<file path="src/hw/rtl/nearest_square_root_approx_unit_defines.svh">
// Assertion macros for the nearest square root approximation unit.
// Included by the top level; each macro expects clk_i and rst_ni in scope.
`ifndef NEAREST_SQUARE_ROOT_APPROX_UNIT_DEFINES_SVH
`define NEAREST_SQUARE_ROOT_APPROX_UNIT_DEFINES_SVH

// Implication checked on every rising edge outside reset.
`define NSRA_ASSERT_IMPL(lbl, ante, cons, msg) \
  lbl: assert property (@(posedge clk_i) disable iff (!rst_ni) (ante) |-> (cons)) \
    else $error(msg);

// Implication whose consequent is checked in the following cycle.
`define NSRA_ASSERT_NEXT(lbl, ante, cons, msg) \
  lbl: assert property (@(posedge clk_i) disable iff (!rst_ni) (ante) |=> (cons)) \
    else $error(msg);

`endif

</file>
<file path="src/hw/rtl/nsra_pkg.sv">
// Package for the nearest square root approximation unit.
// Holds field widths and the search range tables; no dependencies.
`timescale 1ns / 1ps
package nsra_pkg;

  localparam int unsigned NumW     = 31;
  localparam int unsigned RootW    = 17;
  localparam int unsigned SqW      = 34;
  localparam int unsigned KW       = 3;
  localparam int unsigned OutRootW = 16;
  localparam int unsigned OutSqW   = 32;
  localparam int unsigned EstW     = 32;

  localparam logic [NumW-1:0] Ten2 = NumW'(100);
  localparam logic [NumW-1:0] Ten4 = NumW'(10000);
  localparam logic [NumW-1:0] Ten6 = NumW'(1000000);
  localparam logic [NumW-1:0] Ten8 = NumW'(100000000);

  function automatic logic [RootW-1:0] range_lo(input logic [KW-1:0] k);
    logic [RootW-1:0] v;
    case (k)
      3'd2:    v = RootW'(10);
      3'd3:    v = RootW'(100);
      3'd4:    v = RootW'(1000);
      3'd5:    v = RootW'(10000);
      default: v = RootW'(1);
    endcase
    return v;
  endfunction

  function automatic logic [RootW-1:0] range_hi(input logic [KW-1:0] k);
    logic [RootW-1:0] v;
    case (k)
      3'd2:    v = RootW'(99);
      3'd3:    v = RootW'(999);
      3'd4:    v = RootW'(9999);
      3'd5:    v = RootW'(99999);
      default: v = RootW'(9);
    endcase
    return v;
  endfunction

  function automatic logic [SqW-1:0] range_lo_sq(input logic [KW-1:0] k);
    logic [SqW-1:0] v;
    case (k)
      3'd2:    v = SqW'(100);
      3'd3:    v = SqW'(10000);
      3'd4:    v = SqW'(1000000);
      3'd5:    v = SqW'(100000000);
      default: v = SqW'(1);
    endcase
    return v;
  endfunction

endpackage

</file>
<file path="src/hw/rtl/nearest_square_root_approx_unit.sv">
// Top level of the nearest square root approximation unit.
// Depends on nsra_pkg, nsra_sqr, nsra_div and the assertion macro header.
//
//   Channel  Signals                                         Direction
//   request  in_valid_i, in_stall_o, number_i                in
//   result   out_valid_o, out_stall_i, nearest_root_o,       out
//            nearest_square_o, approx_root_o
//
// The time of each binary-search probe is set by the bit-serial squarer.
// A request makes up to 17 probes, then 34 + FRAC_BITS divider steps.
// One request is worked on at a time; the next is taken once the result is
// handed to the output register, which may still be waiting on out_stall_i.
// Reset clears the control state only and needs no clearing pass.
`timescale 1ns / 1ps
`include "nearest_square_root_approx_unit_defines.svh"
module nearest_square_root_approx_unit import nsra_pkg::*; #(
  parameter int unsigned FRAC_BITS = 16
) (
  input  logic                clk_i,
  input  logic                rst_ni,
  input  logic                in_valid_i,
  output logic                in_stall_o,
  input  logic [NumW-1:0]     number_i,
  output logic                out_valid_o,
  input  logic                out_stall_i,
  output logic [OutRootW-1:0] nearest_root_o,
  output logic [OutSqW-1:0]   nearest_square_o,
  output logic [EstW-1:0]     approx_root_o
);

  localparam int unsigned DvdW = SqW + FRAC_BITS;
  localparam int unsigned DvsW = RootW + 1;
  localparam int unsigned EW   = DvdW + 1;

  localparam logic [2:0] S_IDLE = 3'd0;
  localparam logic [2:0] S_CHK  = 3'd1;
  localparam logic [2:0] S_SQR  = 3'd2;
  localparam logic [2:0] S_UPD  = 3'd3;
  localparam logic [2:0] S_DIVS = 3'd4;
  localparam logic [2:0] S_DIVW = 3'd5;
  localparam logic [2:0] S_FIN  = 3'd6;

  logic [2:0]          state_q, state_d;
  logic                out_valid_q, out_valid_d;
  logic [NumW-1:0]     n_q, n_d;
  logic [RootW-1:0]    lo_q, lo_d;
  logic [RootW-1:0]    hi_q, hi_d;
  logic [RootW-1:0]    mid_q, mid_d;
  logic [RootW-1:0]    best_q, best_d;
  logic [SqW-1:0]      best_sq_q, best_sq_d;
  logic [SqW-1:0]      best_gap_q, best_gap_d;
  logic [OutRootW-1:0] out_root_q, out_root_d;
  logic [OutSqW-1:0]   out_sq_q, out_sq_d;
  logic [EstW-1:0]     out_est_q, out_est_d;

  logic                in_acc;
  logic                out_free;
  logic [KW-1:0]       k;
  logic [SqW-1:0]      lo_sq;
  logic [SqW-1:0]      num_x;
  logic [RootW:0]      mid_sum;
  logic                sqr_start;
  logic                sqr_done;
  logic [SqW-1:0]      sqr_prod;
  logic [SqW-1:0]      n_x;
  logic [SqW-1:0]      gap;
  logic                div_start;
  logic                div_done;
  logic [DvdW-1:0]     div_quo;
  logic [EW-1:0]       base;
  logic [EW-1:0]       corr;
  logic [EW-1:0]       est;

  nsra_sqr u_sqr (
    .clk_i     (clk_i),
    .rst_ni    (rst_ni),
    .start_i   (sqr_start),
    .operand_i (mid_d),
    .done_o    (sqr_done),
    .square_o  (sqr_prod)
  );

  nsra_div #(
    .DvdW (DvdW),
    .DvsW (DvsW)
  ) u_div (
    .clk_i      (clk_i),
    .rst_ni     (rst_ni),
    .start_i    (div_start),
    .dividend_i (DvdW'(best_gap_q) << FRAC_BITS),
    .divisor_i  ({best_q, 1'b0}),
    .done_o     (div_done),
    .quotient_o (div_quo)
  );

  assign in_stall_o = (state_q != S_IDLE);
  assign in_acc     = in_valid_i && !in_stall_o;
  assign out_free   = !out_valid_q || !out_stall_i;

  assign k = KW'(1) + KW'(number_i >= Ten2) + KW'(number_i >= Ten4) +
             KW'(number_i >= Ten6) + KW'(number_i >= Ten8);
  assign lo_sq = range_lo_sq(k);
  assign num_x = SqW'(number_i);

  assign mid_sum = {1'b0, lo_q} + {1'b0, hi_q};
  assign n_x     = SqW'(n_q);
  assign gap     = (sqr_prod > n_x) ? (sqr_prod - n_x) : (n_x - sqr_prod);

  assign sqr_start = (state_q == S_CHK) && (lo_q <= hi_q);
  assign div_start = (state_q == S_DIVS);

  assign base = EW'(best_q) << FRAC_BITS;
  assign corr = EW'(div_quo);

  always_comb begin
    if (best_sq_q > n_x) begin
      est = (corr > base) ? '0 : (base - corr);
    end else begin
      est = base + corr;
    end
  end

  always_comb begin
    state_d     = state_q;
    out_valid_d = out_valid_q;
    n_d         = n_q;
    lo_d        = lo_q;
    hi_d        = hi_q;
    mid_d       = mid_q;
    best_d      = best_q;
    best_sq_d   = best_sq_q;
    best_gap_d  = best_gap_q;
    out_root_d  = out_root_q;
    out_sq_d    = out_sq_q;
    out_est_d   = out_est_q;

    if (out_valid_q && !out_stall_i) begin
      out_valid_d = 1'b0;
    end

    case (state_q)
      S_IDLE: begin
        if (in_acc) begin
          n_d        = number_i;
          lo_d       = range_lo(k);
          hi_d       = range_hi(k);
          best_d     = range_lo(k);
          best_sq_d  = lo_sq;
          best_gap_d = (lo_sq > num_x) ? (lo_sq - num_x) : (num_x - lo_sq);
          state_d    = S_CHK;
        end
      end
      S_CHK: begin
        if (lo_q <= hi_q) begin
          mid_d   = mid_sum[RootW:1];
          state_d = S_SQR;
        end else begin
          state_d = S_DIVS;
        end
      end
      S_SQR: begin
        if (sqr_done) begin
          state_d = S_UPD;
        end
      end
      S_UPD: begin
        if (gap < best_gap_q) begin
          best_d     = mid_q;
          best_sq_d  = sqr_prod;
          best_gap_d = gap;
        end
        if (sqr_prod == n_x) begin
          best_d     = mid_q;
          best_sq_d  = sqr_prod;
          best_gap_d = '0;
          state_d    = S_DIVS;
        end else begin
          if (sqr_prod > n_x) begin
            hi_d = mid_q - RootW'(1);
          end else begin
            lo_d = mid_q + RootW'(1);
          end
          state_d = S_CHK;
        end
      end
      S_DIVS: begin
        state_d = S_DIVW;
      end
      S_DIVW: begin
        if (div_done) begin
          state_d = S_FIN;
        end
      end
      S_FIN: begin
        if (out_free) begin
          out_root_d  = best_q[OutRootW-1:0];
          out_sq_d    = best_sq_q[OutSqW-1:0];
          out_est_d   = (|est[EW-1:EstW]) ? '1 : est[EstW-1:0];
          out_valid_d = 1'b1;
          state_d     = S_IDLE;
        end
      end
      default: begin
        state_d = S_IDLE;
      end
    endcase
  end

  always_ff @(posedge clk_i or negedge rst_ni) begin
    if (!rst_ni) begin
      state_q     <= S_IDLE;
      out_valid_q <= 1'b0;
    end else begin
      state_q     <= state_d;
      out_valid_q <= out_valid_d;
    end
  end

  always_ff @(posedge clk_i) begin
    n_q        <= n_d;
    lo_q       <= lo_d;
    hi_q       <= hi_d;
    mid_q      <= mid_d;
    best_q     <= best_d;
    best_sq_q  <= best_sq_d;
    best_gap_q <= best_gap_d;
    out_root_q <= out_root_d;
    out_sq_q   <= out_sq_d;
    out_est_q  <= out_est_d;
  end

  assign out_valid_o      = out_valid_q;
  assign nearest_root_o   = out_root_q;
  assign nearest_square_o = out_sq_q;
  assign approx_root_o    = out_est_q;

  // The probe always lies inside the current search interval.
  `NSRA_ASSERT_IMPL(a_mid_in_range, state_q == S_SQR, (mid_q >= lo_q) && (mid_q <= hi_q), "probe outside search interval")
  // The squarer only finishes while a probe is waiting on it.
  `NSRA_ASSERT_IMPL(a_sqr_done_state, sqr_done, state_q == S_SQR, "unexpected squarer completion")
  // The divider only finishes while the correction is being waited on.
  `NSRA_ASSERT_IMPL(a_div_done_state, div_done, state_q == S_DIVW, "unexpected divider completion")
  // Starting a divide always leads to the wait state.
  `NSRA_ASSERT_NEXT(a_div_follow, div_start, state_q == S_DIVW, "divider start not followed by wait")

endmodule

</file>
<file path="src/hw/rtl/nsra_sqr.sv">
// Bit-serial squarer: one multiplier bit per cycle, MSB first.
// Depends on nsra_pkg for the root and square widths.
`timescale 1ns / 1ps
module nsra_sqr import nsra_pkg::*; (
  input  logic             clk_i,
  input  logic             rst_ni,
  input  logic             start_i,
  input  logic [RootW-1:0] operand_i,
  output logic             done_o,
  output logic [SqW-1:0]   square_o
);

  localparam int unsigned CntW = $clog2(RootW + 1);

  logic             busy_q, busy_d;
  logic             done_q, done_d;
  logic [CntW-1:0]  cnt_q, cnt_d;
  logic [RootW-1:0] mcand_q, mcand_d;
  logic [RootW-1:0] mplier_q, mplier_d;
  logic [SqW-1:0]   acc_q, acc_d;

  always_comb begin
    busy_d   = busy_q;
    done_d   = 1'b0;
    cnt_d    = cnt_q;
    mcand_d  = mcand_q;
    mplier_d = mplier_q;
    acc_d    = acc_q;
    if (start_i) begin
      busy_d   = 1'b1;
      cnt_d    = CntW'(RootW);
      mcand_d  = operand_i;
      mplier_d = operand_i;
      acc_d    = '0;
    end else if (busy_q) begin
      acc_d    = {acc_q[SqW-2:0], 1'b0} +
                 (mplier_q[RootW-1] ? SqW'(mcand_q) : SqW'(0));
      mplier_d = {mplier_q[RootW-2:0], 1'b0};
      cnt_d    = cnt_q - CntW'(1);
      if (cnt_q == CntW'(1)) begin
        busy_d = 1'b0;
        done_d = 1'b1;
      end
    end
  end

  always_ff @(posedge clk_i or negedge rst_ni) begin
    if (!rst_ni) begin
      busy_q <= 1'b0;
      done_q <= 1'b0;
      cnt_q  <= '0;
    end else begin
      busy_q <= busy_d;
      done_q <= done_d;
      cnt_q  <= cnt_d;
    end
  end

  always_ff @(posedge clk_i) begin
    mcand_q  <= mcand_d;
    mplier_q <= mplier_d;
    acc_q    <= acc_d;
  end

  assign done_o   = done_q;
  assign square_o = acc_q;

endmodule

</file>
<file path="src/hw/rtl/nsra_div.sv">
// Bit-serial restoring divider: one quotient bit per cycle.
// Depends on nsra_pkg only through the shared import convention.
`timescale 1ns / 1ps
module nsra_div import nsra_pkg::*; #(
  parameter int unsigned DvdW = 50,
  parameter int unsigned DvsW = 18
) (
  input  logic            clk_i,
  input  logic            rst_ni,
  input  logic            start_i,
  input  logic [DvdW-1:0] dividend_i,
  input  logic [DvsW-1:0] divisor_i,
  output logic            done_o,
  output logic [DvdW-1:0] quotient_o
);

  localparam int unsigned CntW = $clog2(DvdW + 1);

  logic            busy_q, busy_d;
  logic            done_q, done_d;
  logic [CntW-1:0] cnt_q, cnt_d;
  logic [DvdW-1:0] dvd_q, dvd_d;
  logic [DvsW-1:0] dvs_q, dvs_d;
  logic [DvsW-1:0] rem_q, rem_d;
  logic [DvsW:0]   trial;
  logic [DvsW:0]   diff;
  logic            ge;

  assign trial = {rem_q, dvd_q[DvdW-1]};
  assign ge    = trial >= {1'b0, dvs_q};
  assign diff  = trial - {1'b0, dvs_q};

  always_comb begin
    busy_d = busy_q;
    done_d = 1'b0;
    cnt_d  = cnt_q;
    dvd_d  = dvd_q;
    dvs_d  = dvs_q;
    rem_d  = rem_q;
    if (start_i) begin
      busy_d = 1'b1;
      cnt_d  = CntW'(DvdW);
      dvd_d  = dividend_i;
      dvs_d  = divisor_i;
      rem_d  = '0;
    end else if (busy_q) begin
      rem_d = ge ? diff[DvsW-1:0] : trial[DvsW-1:0];
      dvd_d = {dvd_q[DvdW-2:0], ge};
      cnt_d = cnt_q - CntW'(1);
      if (cnt_q == CntW'(1)) begin
        busy_d = 1'b0;
        done_d = 1'b1;
      end
    end
  end

  always_ff @(posedge clk_i or negedge rst_ni) begin
    if (!rst_ni) begin
      busy_q <= 1'b0;
      done_q <= 1'b0;
      cnt_q  <= '0;
    end else begin
      busy_q <= busy_d;
      done_q <= done_d;
      cnt_q  <= cnt_d;
    end
  end

  always_ff @(posedge clk_i) begin
    dvd_q <= dvd_d;
    dvs_q <= dvs_d;
    rem_q <= rem_d;
  end

  assign done_o     = done_q;
  assign quotient_o = dvd_q;

endmodule
</file>
<file path="config.mk">
export PLATFORM = sky130hd
export DESIGN_NAME = nearest_square_root_approx_unit
export DESIGN_NICKNAME = d
export VERILOG_FILES = /design/src/hw/rtl/nsra_pkg.sv /design/src/hw/rtl/nearest_square_root_approx_unit.sv /design/src/hw/rtl/nsra_sqr.sv /design/src/hw/rtl/nsra_div.sv
export VERILOG_INCLUDE_DIRS = /design/src /design/src/hw/rtl
export SDC_FILE = /design/constraint.sdc
export NUM_CORES = 1
export LEC_CHECK = 0
export BUFFER_PORTS_ARGS = -buffer_cell sky130_fd_sc_hd__buf_2
export CAP_MARGIN = 0
export CORE_MARGIN = 10
export CORE_UTILIZATION = 60
export CTS_CLUSTER_SIZE = 10
export DETAILED_ROUTE_END_ITERATION = 7
export GPL_TIMING_DRIVEN = 0
export PLACE_DENSITY = 0.87
export SLEW_MARGIN = 0
export SYNTH_ARGS = -nofsm -noshare
export SYNTH_HDL_FRONTEND = slang
export SYNTH_HIERARCHICAL = 1
export SYNTH_SLANG_ARGS = --single-unit
</file>
<file path="constraint.sdc">
create_clock -name clk_i -period 16.6 [get_ports clk_i]
set_clock_uncertainty 0.1 [all_clocks]
set_input_delay 3.32 -clock clk_i [delete_from_list [all_inputs] [get_ports clk_i]]
set_output_delay 3.32 -clock clk_i [all_outputs]
set_load 0.005 [all_outputs]
</file>
==> metrics.md, run 1 <==
| Metric | Value |
|---|---|
| Hold Fails Final Rpt | 0 |
| Reg2reg setup slack | 9.18 ns |
| Die Y | 244 um |
| Max Cap Viol | 0 |
| Post-synth top cells | 332 x edfxtp_1, 281 x ha_1, 260 x inv_1 |
| Clk sink count | 420 |
| # fillers | 3963 |
| Worst path required time | 16.83 ns |
| Synth top area share | 33.0% |
| Clock-pin slew on the worst setup and hold paths | 0.07 ns |
| Min Tclk post-route | 11.85 ns |
| Tightest Pin Transition | 1.25 ns |
| Run status | completed |
| Drt total wl | 95.6 mm |
| F_max | 0.0844 GHz |
| Global-route wire length before repair | 146 mm |
| Placer Congestion | 0.987 |
| Relative max-transition margin | 16.0% |
| Area leader, netlist | edfxtp_1 |
| Register Area | 0.0118 mm^2 |
| Commonest register cell after synthesis | edfxtp_1 |
| DIE WIDTH | 244 um |
| Multi-input gate area | 0.0168 mm^2 |
| Register area share after synthesis | 39.1% |
| M3 GR Usage | 5.31% |
| Hold crit path type | register to register |
| Crit path launch type | primary input |
| Routed vias/inst | 6.49 |
| IO Port Bufs | 116 |
| Drt pass-1 iters | 6 |
| Crit Reg-Reg Startpoint | n_q[16] |
| Detail Route Antenna Nets | 0 |
| ANT cells | 0 |
| Peak VDD IR | 0.143 mV |
| Row Count | 82 |
| CTS tree | built |
| H-Tree Depth | 2 |
| CP Launch Point | number_i[27] |
| GRT Util Overall | 31.0% |
| Core area | 0.0500 mm^2 |
| CP Class | primary input to register |
| Ports | 117 |
| Post-CTS Hold Fix Bufs | 0 |
| Post-CTS resize count | 0 |
| Synth top area cells | edfxtp_1 33%, ha_1 12%, dfxtp_1 4.6% |
| Die area | 0.0597 mm^2 |
| Via count | 26800 |
| Setup crit end kind | register |
| #FFs+latches synth | 420 |
| Post-Synthesis Cells | 3231 |
| Most common cell in the netlist | edfxtp_1 |
| Area delta synth->final | 10.7% |
| DRT iter0 DRCs | 3345 |
| Overflow after GRT | 0 |
| Setup ws final | 4.75 ns |
| CP arrival | 12.09 ns |
| Largest net degree at the start of global routing | 46 |
| Final setup violation count | 0 |
| CP Max Fanout | 10 |
| Clock Tree Root | clkbuf_16 |
| Pre-CTS WS | 4.44 ns |
| Slew Limit Fails | 0 |
| Hold_sp | best_sq_q[8] |
| Ys async rst share | 4.52% |
| Netlist Area Pre-Place | 0.0302 mm^2 |
| Cell leakage power | 0.0140 uW |
| EDFF count, synth | 332 |
| Residual DRC | 0 |
| Share of layout cells above drive strength 1 | 10.3% |
| Met1 track utilization from global routing | 41.4% |
| Nets | 3750 |
| Starting Density | 60.5% |
| Final worst path period share | 71.4% |
| Cts bufs inserted | 49 |
| DPL Wire Length | 73.4 mm |
| Power per cell area | 210 mW/mm^2 |
| M2 GR Usage | 47.2% |
| Hold Worst Slack | 0.322 ns |
| Netlist cell types | 104 |
| Antenna violations before repair | 2 |
| Syn avg cell area | 9.35 um^2 |
| YS warnings | 6 |
| WL per Instance | 23.1 um |
| Setup TNS | 0 ns |
| Setup Buffers After CTS | 0 |
| Vias in the first global route | 25200 |
| Grt peak-use layer | met2 |
| Worst skew pair latency | 0.63 ns |
| Clock tree buffer depth | 3 |
| RSZ-0062 raised after global routing | no |
[final timing paths]
kind	cells past startpoint	to
max	28	best_gap_q[6]
max in group asynchronous	1	u_div/cnt_q[3]
min reg2reg	0	nearest_square_o[8]
max reg2reg	26	best_sq_q[6]
min in group asynchronous	1	u_sqr/busy_q
min	0	nearest_square_o[8]
[layout make-up]
| class | instances | share of cell area [%] |
|---|---|---|
| clock buffers | 76 | 4.03 |
| plain buffers | 168 | 2.18 |
| multi-input cells | 2398 | 50.2 |
| clock inverters | 6 | 0.367 |
| repair buffers | 129 | 2.42 |
| inverters | 261 | 2.93 |
| flip-flops and latches | 420 | 35.4 |
| well taps | 672 | 2.51 |
[cell families (layout without fill, tap and decap cells)]
logic type	count (synthesis)	count (layout)	share of synthesized area, %
and+or+nand+nor	964	964	15.9
AOI/OAI and AO/OA	873	873	19.1
buffers and inverters	429	640	5.66
DFF	420	420	39.1
adders and majority gates	288	288	12.1
xor gates and xnor gates	157	157	4.55
muxes	99	99	3.58
other	1	17	0.0124
[critical path, stage by stage]
cell,delay [ns]
buf_2,0.10
clkbuf_1,0.19
nor4_1,1.08
nand3_1,0.38
nor4_1,0.45
and4_1,0.25
ha_1,0.25
fa_1,0.41
inv_1,0.06
ha_1,0.14
nor2b_1,0.76
nand2b_1,0.27
inv_1,0.35
nor2_1,0.14
inv_1,0.14
ha_1,0.32
o21a_1,0.20
o2bb2ai_1,0.30
o22ai_1,0.18
o41ai_1,0.43
o21ai_0,0.28
a311o_1,0.42
o211ai_2,0.16
buf_4,0.28
clkbuf_1,0.52
a21oi_1,0.17
xnor2_1,0.35
o21ai_0,0.14
[per-stage QoR]
stage | util (%) | instances | instance area, um^2 | total power, uW
2_1_floorplan | - | 3247 | 30300 | 4640
3_3_place_gp | 63.5 | 4035 | 31700 | 5730
3_5_place_dp | 64.0 | 4048 | 32000 | 5840
4_1_cts | 66.9 | 4130 | 33400 | 6910
5_1_grt | 66.9 | 4130 | 33400 | 7450
6_report | 66.9 | 4130 | 33400 | 7030
[cells in the final DEF, fill, tap and decap left out, types with 13 or more instances in the layout]
cell	netlist	final
edfxtp_1	332	332
ha_1	281	281
inv_1	260	259
a21oi_1	251	249
nor2_1	244	243
nand2_1	233	233
o21ai_0	165	165
buf_2	29	145
clkbuf_1	114	139
a21o_1	96	96
xnor2_1	95	95
nand3_1	92	92
mux2_2	73	73
nor3_1	70	69
dfxtp_1	69	69
xor2_1	62	62
nand4_1	53	53
clkbuf_16	0	49
nand2b_1	44	44
a211oi_1	44	44
o211ai_1	38	38
or3_1	34	34
and2_1	32	32
and3_1	29	29
o21bai_1	27	26
mux2i_1	26	26
o21a_1	25	25
o31ai_1	23	23
nor2b_1	22	22
nor4_1	22	22
a31oi_1	19	19
dfrtp_1	19	19
conb_1	1	17
or4_1	16	16
buf_1	15	15
and4_1	14	14
or2_2	13	13
[power breakdown]
group          internal [uW]  switching, uW
clock                    588            438
combinational           1430           2430
sequential              1730            418
[routing by layer]
layer / up-vias / share of wire, %
met4: 4 / 6.3
met2: 1651 / 43
met5: - / 0.032
met1: 12700 / 40
li1: 12200 / -
met3: 309 / 10
[flip-flops by register name, summed over array words and instances, names as in the netlist]
| register | flops |
|---|---|
| u_div/quotient_o | 50 |
| best_gap_q | 34 |
| best_sq_q | 34 |
| u_sqr/square_o | 34 |
| approx_root_o | 32 |
| nearest_square_o | 32 |
| n_q | 31 |
| u_div/dvs_q | 18 |
| u_div/rem_q | 18 |
| best_q | 17 |
| hi_q | 17 |
| lo_q | 17 |
| mid_q | 17 |
| u_sqr/mcand_q | 17 |
| u_sqr/mplier_q | 17 |
| nearest_root_o | 16 |
| u_div/cnt_q | 6 |
| u_sqr/cnt_q | 5 |
| state_q | 3 |
| out_valid_o | 1 |
| u_div/busy_q | 1 |
| u_div/done_o | 1 |
| u_sqr/busy_q | 1 |
| u_sqr/done_o | 1 |
Note: power is estimated with default switching activity, not from simulation.
==> run 2, diff against run 1 <==
--- a/config.mk
+++ b/config.mk
@@ -6,6 +6,7 @@
 export SDC_FILE = /design/constraint.sdc
 export NUM_CORES = 1
 export LEC_CHECK = 0
+export ABC_AREA = 1
 export BUFFER_PORTS_ARGS = -buffer_cell sky130_fd_sc_hd__buf_2
 export CAP_MARGIN = 0
 export CORE_MARGIN = 10
@@ -13,7 +14,7 @@
 export CTS_CLUSTER_SIZE = 10
 export DETAILED_ROUTE_END_ITERATION = 7
 export GPL_TIMING_DRIVEN = 0
-export PLACE_DENSITY = 0.87
+export PLACE_DENSITY = 0.86
 export SLEW_MARGIN = 0
 export SYNTH_ARGS = -nofsm -noshare
 export SYNTH_HDL_FRONTEND = slang
==> constraint.sdc (replaced) <==
create_clock -name clk_i -period 11.2 [get_ports clk_i]
set_clock_uncertainty 0.1 [all_clocks]
set_input_delay 2.24 -clock clk_i [delete_from_list [all_inputs] [get_ports clk_i]]
set_output_delay 2.24 -clock clk_i [all_outputs]
set_load 0.005 [all_outputs]
==> run 2 against run 1 <==
Against the previous run: the run now ends with design-rule violations left; hold slack gained 0.035 ns; sequential share of layout area shrank 4.3 points; highest routed layer unchanged; largest power group unchanged; global-route usage grew 2.1 points.
==> metrics.md, run 2 <==
| Metric | Value |
|---|---|
| Met1 track utilization from global routing | 39.5% (-1.9 points) |
| Detail Route Antenna Nets | 0 (unchanged) |
| Row Count | 88 (+7.3%) |
| DIE WIDTH | 260 um (+6.5%) |
| Hold Fails Final Rpt | 0 (unchanged) |
| YS warnings | 6 (unchanged) |
| Power per cell area | 323 mW/mm^2 (+54%) |
| DRT iter0 DRCs | 3858 (+15%) |
| Setup Buffers After CTS | 0 (unchanged) |
| Die Y | 260 um (+6.5%) |
| Synth top area share | 28.8% (-4.2 points) |
| M2 GR Usage | 55.3% (+8.0 points) |
| CP Buf/Inv Count | 7 (unchanged) |
| Reg2reg setup slack | 5.01 ns (-4.17 ns) |
| Netlist Area Pre-Place | 0.0347 mm^2 (+15%) |
| Placer Congestion | 1.06 (+6.9%) |
| CP arrival | 8.36 ns (-3.73 ns) |
| CP max stage delay | 0.92 ns (-0.16 ns) |
| CTS tree | built |
| CP Max Fanout | 10 (unchanged) |
| GRT Util Overall | 33.1% (+2.1 points) |
| Clock-pin slew on the worst setup and hold paths | 0.05 ns (-0.02 ns) |
| Overflow after GRT | 0 (unchanged) |
| Largest net degree at the start of global routing | 52 (+13%) |
| #FFs+latches synth | 420 (unchanged) |
| Synth top area cells | edfxtp_1 29%, nand2_1 16%, ha_1 10% |
| Grt peak-use layer | met2 |
| F_max | 0.123 GHz |
| Run status | finished with violations |
| Most common cell on crit path | nand2_1 |
| Setup crit end kind | register |
| # fillers | 5088 (+28%) |
| Drt total wl | 115 mm (+21%) |
| EDFF count, synth | 332 (unchanged) |
| Slew Limit Fails | 0 (unchanged) |
| M3 GR Usage | 4.84% (-0.47 points) |
| Ports | 117 (unchanged) |
| CP max stage cell | nor3_1 |
| Setup TNS | 0 ns (unchanged) |
| Reg-to-reg endpoint | best_sq_q[32] |
| Most frequent cells in the layout | 1458 x nand2_1, 755 x inv_1, 448 x nor2_1 |
| Total power | 12300 uW (+75%) |
| Commonest register cell after synthesis | edfxtp_1 |
| Worst skew pair latency | 0.64 ns (about the same) |
| Max FFs per register | 50 (unchanged) |
| Hold path cells | 0 (unchanged) |
| Clk sink count | 420 (unchanged) |
| Crit Reg-Reg Startpoint | n_q[0] |
| Cell leakage power | 0.0188 uW (+34%) |
| Netlist cell types | 72 (-31%) |
| WL per Instance | 19.4 um (-16%) |
| Failing checks | design-rule violations |
| Post-CTS Hold Fix Bufs | 0 (unchanged) |
| Relative max-transition margin | 24.3% (+8.3 points) |
| Tightest Pin Transition | 1.13 ns (-0.121 ns) |
| Post-Synthesis Cells | 4926 (+52%) |
| Vias in the first global route | 32200 (+28%) |
| Worst path required time | 11.45 ns (-5.38 ns) |
| Area delta synth->final | 9.75% |
| Post-synth top cells | 1458 x nand2_1, 755 x inv_1, 449 x nor2_1 |
| Min Tclk post-route | 8.10 ns |
| Drt pass-1 iters | 8 (+2) |
| Crit path max-delay family | simple AND/OR/NAND/NOR gates |
| Syn avg cell area | 7.04 um^2 (-25%) |
| Peak VDD IR | 0.154 mV (+8.1%) |
| Hold_sp | best_sq_q[30] |
| Share of layout cells above drive strength 1 | 6.98% (-3.3 points) |
| Global-route wire length before repair | 175 mm (+19%) |
| Hold crit path type | register to register |
| Max Cap Viol | 0 (unchanged) |
| Residual DRC | 2 (+2) |
| Core area | 0.0575 mm^2 (+15%) |
| H-Tree Depth | 2 (unchanged) |
| Register area share after synthesis | 34.1% (-5.0 points) |
| Die area | 0.0678 mm^2 (+13%) |
| Starting Density | 60.3% (-0.18 points) |
| Final setup violation count | 0 (unchanged) |
| Cts bufs inserted | 51 (+4.1%) |
| IO Port Bufs | 116 (unchanged) |
| Most common cell after layout, fill and taps aside | nand2_1 |
| Via count | 34100 (+27%) |
| Final worst path period share | 72.4% |
| R2r worst-path depth | 23 (-12%) |
| RSZ-0062 raised after global routing | no |
| Nets | 5443 (+45%) |
| Most common cell in the netlist | nand2_1 |
| Worst hold endpoint | nearest_square_o[30] |
| Ys async rst share | 4.52% (unchanged) |
| CP Class | primary input to register |
| DPL Wire Length | 93.6 mm (+28%) |
| Clock Tree Root | clkbuf_16 |
| Post-CTS resize count | 0 (unchanged) |
| Crit path launch type | primary input |
| Antenna violations before repair | 2 (unchanged) |
| Area leader, netlist | edfxtp_1 |
| Clock tree buffer depth | 3 (unchanged) |
| Routed vias/inst | 5.76 (-11%) |
[run 2: changes by cell type after synthesis, moves of 44 or more]
cell | previous run | this run
nor2_1 | 244 | 449
nand2_1 | 233 | 1458
a21oi_1 | 251 | 300
nand2b_1 | 44 | 0
inv_1 | 260 | 755
xnor2_1 | 95 | 31
xor2_1 | 62 | 122
mux2_2 | 73 | 1
a21o_1 | 96 | 19
nand3_1 | 92 | 306
clkbuf_1 | 114 | 55
o21ai_0 | 165 | 217
[run 2: how the worst max path moves through the flow]
stage / from / endpoint / slack, ns / cells after the start
2_1_floorplan: n_q[17] / best_gap_q[0] / 3.24 / 25
3_3_place_gp: n_q[0] / best_sq_q[30] / 0.32 / 21
3_5_place_dp: number_i[11] / best_gap_q[23] / 2.68 / 26
4_1_cts: number_i[28] / best_gap_q[23] / 3.28 / 27
5_1_grt: number_i[11] / best_gap_q[23] / 2.77 / 29
6_report: number_i[28] / best_gap_q[23] / 3.10 / 27
[run 2: layer usage]
layer	up-vias	part of all wire [%]
met2	1840	46
li1	16300	-
met1	15600	38
met4	2	7.0
met3	408	8.8
met5	-	0.012
[run 2: cells by family after synthesis]
family	after synthesis	share of synthesized area (%)
muxes	2	0.0614
adders and majority gates	288	10.5
and+or+nand+nor	2446	29.7
other	1	0.0108
xor gates and xnor gates	153	3.87
buffers and inverters	906	10.3
DFF	420	34.1
AOI/OAI and AO/OA	710	11.5
[run 2: final cells by class]
cell class | count | area [um^2] | share of cell area, %
multi-input cells | 3616 | 19400 | 50.9
flip-flops and latches | 420 | 11800 | 31.1
inverters | 782 | 2940 | 7.72
clock buffers | 84 | 1440 | 3.79
well taps | 765 | 957 | 2.52
repair buffers | 125 | 768 | 2.02
plain buffers | 124 | 629 | 1.65
clock inverters | 8 | 106 | 0.280
diodes | 1 | 2.50 | 0.00658
[run 2: power breakdown]
part,internal [uW],leakage [uW],switching (uW)
clock network,899,0.000737,666
registers,2590,0.00395,594
logic,2390,0.0141,5160
[run 2: metrics by stage]
step	util [%]	cell area, um^2	instances	setup slack (ns)	hold slack, ns
after CTS	66.2	38000	5924	3.28	0.358
after global placement	63.1	36300	5823	0.316	0.342
after floorplan	-	34700	4942	3.24	0.326
final	66.2	38000	5925	3.10	0.357
after detailed placement	63.5	36500	5832	2.68	0.343
after global routing	66.2	38000	5924	2.77	0.372
